[src/rtl/core/tbst_pkg.sv]
package tbst_pkg;

  localparam int DEF_CAPACITY  = 16;
  localparam int DEF_KEY_WIDTH = 32;

  // fixed port field widths
  localparam int PORT_KEY_W = 32;
  localparam int COUNT_W    = 5;

  typedef enum logic [1:0] {
    OP_ADD  = 2'd0,
    OP_GET  = 2'd1,
    OP_DEL  = 2'd2,
    OP_READ = 2'd3
  } op_t;

  typedef enum logic [1:0] {
    CELL_HOLD,
    CELL_FROM_FRONT,
    CELL_FROM_BACK,
    CELL_FROM_HEAD
  } cell_cmd_t;

  typedef struct packed {
    cell_cmd_t cmd;
    logic      occupied;
  } cell_ctl_t;

  typedef enum logic [1:0] {
    ST_IDLE,
    ST_EXEC,
    ST_READ
  } state_t;

endpackage

[src/rtl/core/tbst_cell.sv]
module tbst_cell import tbst_pkg::*; #(
  parameter int KEY_WIDTH = DEF_KEY_WIDTH
) (
  input  logic                 clk,
  input  cell_ctl_t            ctl,
  input  logic [KEY_WIDTH-1:0] front_key_i,
  input  logic [KEY_WIDTH-1:0] back_key_i,
  input  logic [KEY_WIDTH-1:0] head_key_i,
  input  logic [KEY_WIDTH-1:0] match_key_i,
  output logic [KEY_WIDTH-1:0] key_o,
  output logic                 hit_o
);

  logic [KEY_WIDTH-1:0] key_r;
  logic [KEY_WIDTH-1:0] key_nxt;

  always_comb begin
    case (ctl.cmd)
      CELL_FROM_FRONT: key_nxt = front_key_i;
      CELL_FROM_BACK:  key_nxt = back_key_i;
      CELL_FROM_HEAD:  key_nxt = head_key_i;
      default:         key_nxt = key_r;
    endcase
  end

  always_ff @(posedge clk) begin
    key_r <= key_nxt;
  end

  assign key_o = key_r;
  assign hit_o = ctl.occupied && (key_r == match_key_i);

endmodule

[config.mk]
export PLATFORM = sky130hd
export DESIGN_NAME = tbst_cell
export DESIGN_NICKNAME = d
export VERILOG_FILES = /design/src/rtl/core/tbst_pkg.sv /design/src/rtl/core/tbst_cell.sv
export SDC_FILE = /design/constraint.sdc
export NUM_CORES = 1
export LEC_CHECK = 0
export ABC_AREA = 1
export BUFFER_PORTS_ARGS = -buffer_cell sky130_fd_sc_hd__buf_2
export CORE_ASPECT_RATIO = 1.25
export CORE_UTILIZATION = 41
export CTS_CLUSTER_SIZE = 24
export DETAILED_ROUTE_END_ITERATION = 16
export GPL_TIMING_DRIVEN = 0
export PLACE_DENSITY = 0.79
export SLEW_MARGIN = 0
export SYNTH_ARGS = -nofsm -noshare
export SYNTH_HDL_FRONTEND = slang
export SYNTH_SLANG_ARGS = --single-unit
[constraint.sdc]
create_clock -name clk -period 1.87 [get_ports clk]
set_clock_uncertainty 0.05 [all_clocks]
set_input_delay 0.561 -clock clk [delete_from_list [all_inputs] [get_ports clk]]
set_output_delay 0.561 -clock clk [all_outputs]
set_load 0.03 [all_outputs]
# After elaboration in Yosys (flattened, before gate mapping)
# Cells that the tools add are included.
[totals]
word_cells = 8
regBits = 32
[classes]
n_eq_ne = 4
n_reduce_logical = 2
n_mux = 1
[op_table]
columns = ["cell", "count"]
rows = [
  ["one-hot mux 32 bit (3 select lines)", 1],
  ["== test 32 bit", 1],
  ["== test 2 bit (second input constant)", 2],
  ["nonzero test 3 bit", 1],
  ["== test 2 x 1 -> 1 bit (second input constant)", 1],
  ["logical AND 1 bit", 1],
]

# Longest topological paths before layout
# Gate-level depths: netlist of the first run.
[logic_depth]
ltp_word = 2
mapped_depth = 8

# Least setup slack after synthesis of the first run
# OpenSTA, ideal clock, no wires.
[synth_path]
path_type = "flip-flop to output port"
from = "register key_r[0] (netlist: key_o[0])"
to = "output port hit_o"
arrival_ns = 1.413
setup_slack_ns = -0.154
n_path_buf = 0
stages_incl_launch_ff = 8
path_cell_list = "edfxtp_1 > inv_1 > nor2_1 > nor2_1 > nand2_1 > nor3_1 > nand3_1 > nor2_1"
[synth_between]
elab_chain_cells = 2
[synth_lines]
columns = ["item", "line_no", "text"]
rows = [
  ["start: declaration", "tbst_cell.sv:14", "logic [KEY_WIDTH-1:0] key_r;"],
  ["start signal: assignment", "tbst_cell.sv:27", "key_r <= key_nxt;"],
  ["== test 32 bit", "tbst_cell.sv:31", "assign hit_o = ctl.occupied && (key_r == match_key_i);"],
  ["logical AND 1 bit", "tbst_cell.sv:31", ""],
  ["end: declaration", "tbst_cell.sv:11", "output logic hit_o"],
]
# Every way passes these cells.

# Worst setup path after layout of the first run
[layout_path]
from = "register key_r[7] (netlist: key_o[7])"
to = "output port hit_o"
# The elaborated chain is that of the path after synthesis.

==> impl_metrics.toml, run 1 <==
[clock_tree]
cts_tree = "yes"
cts_hold_buf = 0
cts_buffer_depth = 2
clockRootBuffer = "clkbuf_8"
cts_buffers = 5
path_clk_slew_ns = 0.06
cts_max_level = 2
clock_sinks = 32

[synthesis]
synthCells = 315
synth_area_um2 = 2220
yosysTopAreaCellShare_pct = 43.2
yosysWarnings = 0
ys_seq_elements = 32
synth_area_leaders = "edfxtp_1, nand2_1, nand3_1, inv_1, nor2_1"
yosysSeqAreaShare_pct = 43.2
syn_avg_cell_area_um2 = 7.06
yosys.area.top_type = "edfxtp_1"
syn_nets = 447
synth_cell_types = 16

[route]
drtIter0Drc = 102
ant_nets = 0
drt_pre_antenna_iters = 4
drc = 0
routed_via_density = 4.74
routed_wl_mm = 6.84
wl_per_cell_um = 12.5
vias = 2604

[timing]
slew_viol_final = 0
worstMarginPinSlew_ns = 0.759
setup_ws_ns = -0.214
relSlewSlack_pct = 49.4
setup_viol_count_final = 1
hold_viol = 0
rsz0062_at_grt = "yes"
fmax_mhz = 480
layout_min_cycle_time_ns = 2.08
post-route-period-util_pct = 111

[critical_path]
cpMostUsedCell = "nand2_1"
worstPathMaxFanout = 3
critical_path_class = "flip-flop to primary output"
worstSetupEndpointType = "primary output"
worstPathCellList = "nand2_1, nand2_1, nor2_1, nand2_1, nor2_1, nand3_1, nor2_4, buf_6"
max_stage_delay_ns = 0.45
crit_arrival_ns = 1.47
crit_slowest_cell = "edfxtp_1"
setup.worst_path.start_class = "flip-flop"
required_ns = 1.26
crit_start = "key_o[7]"

[power_and_ir_drop]
ir_drop_mv = 0.393
swShare_pct = 32.6
p_sw_uw = 755
pwr-share-seq_pct = 41.1
p_int_uw = 1560
leakage_uw = 0.00182
pwr-share-clk_pct = 27.6
p_per_area_nw_per_um2 = 712
pwr-share-comb_pct = 31.3

[layout]
seq_area_um2 = 961
largest_reg_flops = 32
nFillCells = 482
area_delta_synth_final_pct = 46.5
antenna_cells = 0
fin_nets = 618
multi_input_area_um2 = 1030
postLayoutCoreUtil_pct = 63.2
stdcell_count = 549
drive_gt1_share_pct = 39.0

[floorplanning]
die_w_um = 67.9
num_io_pins = 165
die_area_um2 = 5720
core_area_um2 = 5150
start_util_pct = 43.2
fp.dieH_um = 84.3
rows = 29

[grt]
grt_max_degree = 33
antenna_found_initial = 0
grt_util_all_layers_pct = 24.8
gr-total-overflow = 0
grt_pass1_vias = 2518
grt_pass1_wl_mm = 10.5

[job]
drv_cap = 0

[placement]
placedCellCount = 539
dp_hpwl_mm = 5.58
portBuffers = 162
place_congestion = 0.865

[hold_path]
hold_start = "back_key_i[26]"
hold_path_class = "primary input to flip-flop"
min_delay_path_depth = 3
worstHoldEndpoint = "key_o[26]"

[outcome]
status = "finished with violations"
violations = "negative setup slack"
==> worst max-delay path by stage <==
stage,endpoint,slack (ns)
after global routing,hit_o,-0.33
after floorplan,hit_o,0.007
final,hit_o,-0.21
after detailed placement,hit_o,-0.33
after CTS,hit_o,-0.25
after global placement,hit_o,-0.29
==> cells by family (layout without fill, tap and decap cells) <==
kind of cell / Yosys count / after routing / share of synthesized area, %
xor gates and xnor gates: 8 / 8 / 3.15
AOI/OAI and AO/OA: 8 / 8 / 1.91
DFF: 32 / 32 / 43.2
and+or+nand+nor: 213 / 213 / 40.6
buffers and inverters: 54 / 226 / 11.1
==> routing by layer <==
| layer | track usage [%] | up-vias | share of wire [%] |
|---|---|---|---|
| met5 | 0 | - | 0 |
| met4 | 13.3 | 0 | 3.8 |
| met3 | 4.89 | 21 | 7.1 |
| met2 | 44.5 | 122 | 51 |
| met1 | 26.0 | 1116 | 38 |
| li1 | - | 1345 | - |
==> worst max-delay path: cells and delay by family (launching register included) <==
| family | cells | cell delay [ns] |
|---|---|---|
| and+or+nand+nor | 7 | 0.62 |
| DFF | 1 | 0.45 |
| buffers and inverters | 1 | 0.13 |
==> stage by stage <==
stage	worst slack, ns	instance area, um^2	setup TNS (ns)	power [uW]	hold slack (ns)
2_1_floorplan	0.00662	2230	0	1390	0.701
3_3_place_gp	-0.285	3120	-0.285	1660	0.786
3_5_place_dp	-0.329	3120	-0.329	1680	0.790
4_1_cts	-0.246	3240	-0.246	2320	0.497
5_1_grt	-0.329	3260	-0.329	2450	0.505
6_report	-0.214	3260	-0.214	2320	0.507
==> area by class of cell <==
class | count | share of cell area (%)
Multi-Input combinational cell | 229 | 31.7
Sequential cell | 32 | 29.5
Timing Repair Buffer | 164 | 25.5
Inverter | 40 | 4.69
Buffer | 14 | 2.88
Tap cell | 62 | 2.38
Clock buffer | 5 | 2.11
Clock inverter | 3 | 1.15
==> power by group through the flow <==
stage	Clock (uW)	Sequential (uW)	Combinational [uW]
6_report	639	953	727
4_1_cts	649	953	720
5_1_grt	683	963	799
3_3_place_gp	0	962	702
2_1_floorplan	0	1130	254
3_5_place_dp	0	968	716
==> cells in the mapped netlist <==
library cell / n
nand3_1: 66
o211ai_1: 1
inv_1: 39
inv_4: 1
buf_6: 3
o21ai_0: 7
nand2_1: 124
xor2_1: 3
buf_4: 2
nor2_1: 19
xnor2_1: 5
nor2_8: 1
edfxtp_1: 32
or2_2: 1
buf_2: 9
nor3_1: 2
==> cell usage in the layout (no fill, tap or decap), drive strengths merged <==
cell / Yosys / routed
xnor2: 5 / 5
buf: 14 / 178
nand2: 124 / 124
bufinv: 0 / 1
clkbuf: 0 / 5
inv: 40 / 40
edfxtp: 32 / 32
nor2: 20 / 20
clkinv: 0 / 2
nor3: 2 / 2
or2: 1 / 1
xor2: 3 / 3
o21ai: 7 / 7
o211ai: 1 / 1
nand3: 66 / 66
==> what timing repair did <==
action	in CTS	in global routing
pin swaps	1	7
buffers inserted	0	2
setup endpoints to repair	1	1
gates cloned	0	0
gates resized for setup	3	2
hold endpoints to repair	0	0
Power figures use the tool's default switching activity.
==> run 2: changes to the inputs <==
CORE_UTILIZATION = 42   (was 41)
CTS_BUF_LIST = sky130_fd_sc_hd__clkbuf_8   (was not set)
PLACE_DENSITY = 0.81   (was 0.79)
==> run 2 against run 1 <==
Against the previous run: the run still ends with negative setup slack left; worst hold slack about the same; clock power is 23% lower; critical endpoint unchanged; count of clock-buffer cells in the layout did not move; largest power group unchanged; maximum frequency shrank 0.23%; worst setup slack got worse by 0.0049 ns; first-iteration DRC count rose by 30%; combinational power about the same; sequential power hardly changed.
==> impl_metrics.toml, run 2 (synthesis gave the netlist of run 1 again) <==
[outcome]
status = "finished with violations"
violations = "negative setup slack"

[critical_path]
critical_path_class = "flip-flop to primary output"
setup.worst_path.start_class = "flip-flop"
worstPathMaxFanout = 3
cpMostUsedCell = "nand2_1"
crit_slowest_cell = "edfxtp_1"
max_stage_delay_ns = 0.41
required_ns = 1.26
worstSetupEndpointType = "primary output"
crit_arrival_ns = 1.48
worst_path_dominant_cell_family = "simple AND/OR/NAND/NOR gates"
worstPathCellList = "nand2_1, nand2_1, nor2_1, nand2_1, nor2_1, nand3_1, nor2_4, buf_6"
worst-path-buf-inv = 1

[floorplanning]
num_io_pins = 165
start_util_pct = 43.8
die_w_um = 67.1
die_area_um2 = 5590
fp.dieH_um = 83.3
core_area_um2 = 5080
rows = 29

[power_and_ir_drop]
swShare_pct = 34.5
pwr-share-seq_pct = 43.9
p_int_uw = 1420
pwr-share-clk_pct = 22.7
leakage_uw = 0.00181
p_per_area_nw_per_um2 = 673
ir_drop_mv = 0.430
power.total_uw = 2170
p_sw_uw = 750
pwr-share-comb_pct = 33.4

[route]
wl_per_cell_um = 12.5
drc = 0
vias = 2626
ant_nets = 0
routed_wl_mm = 6.84
drtIter0Drc = 133
drt_pre_antenna_iters = 4
routed_via_density = 4.79

[layout]
drive_gt1_share_pct = 39.1
final_cell_mix = "buf_2, nand2_1, nand3_1"
antenna_cells = 0
nFillCells = 481
area_delta_synth_final_pct = 45.0
fin_nets = 617
largest_reg_flops = 32
layout_commonest_cell = "buf_2"

[grt]
antenna_found_initial = 0
gr-total-overflow = 0
grt_max_degree = 33
grt_pass1_wl_mm = 10.7
grt_util_all_layers_pct = 25.3
grt_pass1_vias = 2573

[timing]
setup_ws_ns = -0.219
layout_min_cycle_time_ns = 2.09
post-route-period-util_pct = 112
hold_viol = 0
hold_slack_ns = 0.507
relSlewSlack_pct = 47.9
fmax_mhz = 479
worstMarginPinSlew_ns = 0.782
slew_viol_final = 0
rsz0062_at_grt = "yes"
setup_viol_count_final = 1

[placement]
place_congestion = 0.893
dp_hpwl_mm = 5.64
portBuffers = 162

[clock_tree]
path_clk_slew_ns = 0.07
clockRootBuffer = "clkbuf_8"
cts_buffers = 5
clock_sinks = 32
cts_tree = "yes"
cts_max_level = 2
cts_buffer_depth = 2

[hold_path]
min_delay_path_depth = 3
worstHoldEndpoint = "key_o[9]"
hold_path_class = "primary input to flip-flop"
hold_start = "back_key_i[9]"

[job]
drv_cap = 0
## run 2: cell count changes in the layout (fill, tap and decap cells not counted), sizes merged
cell | previous run | this run
inv | 40 | 42
buf | 178 | 177
bufinv | 1 | 0
clkinv | 2 | 1
## run 2: area by class of cell
cell class / instances / area [um^2] / share of cell area, %
clock inverter: 3 / 11.3 / 0.349
clock buffer: 5 / 68.8 / 2.13
multi-input combinational: 229 / 1030 / 32.1
timing repair buffer: 163 / 825 / 25.6
buffer: 14 / 93.8 / 2.91
inverter: 40 / 153 / 4.73
tap: 62 / 77.6 / 2.41
sequential: 32 / 961 / 29.8
## run 2: how the worst max path moves through the flow
stage               startpoint     to  cells past startpoint
5_1_grt              key_o[11]  hit_o                      8
4_1_cts               key_o[0]  hit_o                      8
3_5_place_dp   match_key_i[27]  hit_o                      7
6_report             key_o[31]  hit_o                      8
3_3_place_gp   match_key_i[27]  hit_o                      7
2_1_floorplan         key_o[0]  hit_o                      7
## run 2: timing repair
item / 4_1_cts / 5_1_grt
pin swaps: 1 / 6
setup endpoints to repair: 1 / 1
hold buffers: 0 / 0
buffers inserted: 0 / 1
gates resized for setup: 3 / 5
hold endpoints to repair: 0 / 0
## run 2: stage by stage
step | cells | utilization (%) | setup TNS, ns | area, um^2 | setup WS (ns)
3_3_place_gp | 539 | 61.4 | -0.261 | 3120 | -0.261
3_5_place_dp | 539 | 61.4 | -0.264 | 3120 | -0.264
5_1_grt | 548 | 63.5 | -0.369 | 3220 | -0.369
2_1_floorplan | 315 | - | 0 | 2230 | 0.00662
4_1_cts | 547 | 63.2 | -0.238 | 3210 | -0.238
6_report | 548 | 63.5 | -0.219 | 3220 | -0.219
## run 2: routing by layer
layer,GRT usage [%],vias to the layer above,share of wire [%]
li1,-,1346,-
met1,26.9,1158,39
met2,46.5,108,54
met3,3.43,14,5.4
met4,11.8,0,2.5
met5,0,-,0
## run 2: power by group through the flow
stage	clock network [uW]	registers, uW	logic, uW
finish	493	953	725
global route	521	963	793
CTS	504	953	721
detailed placement	0	969	717
global placement	0	960	705
floorplan	0	1130	254
## run 2: tightest hold or removal path, cell delays in order
cell     delay (ns)
buf_2          0.08
nand2_1        0.04
nand3_1        0.05
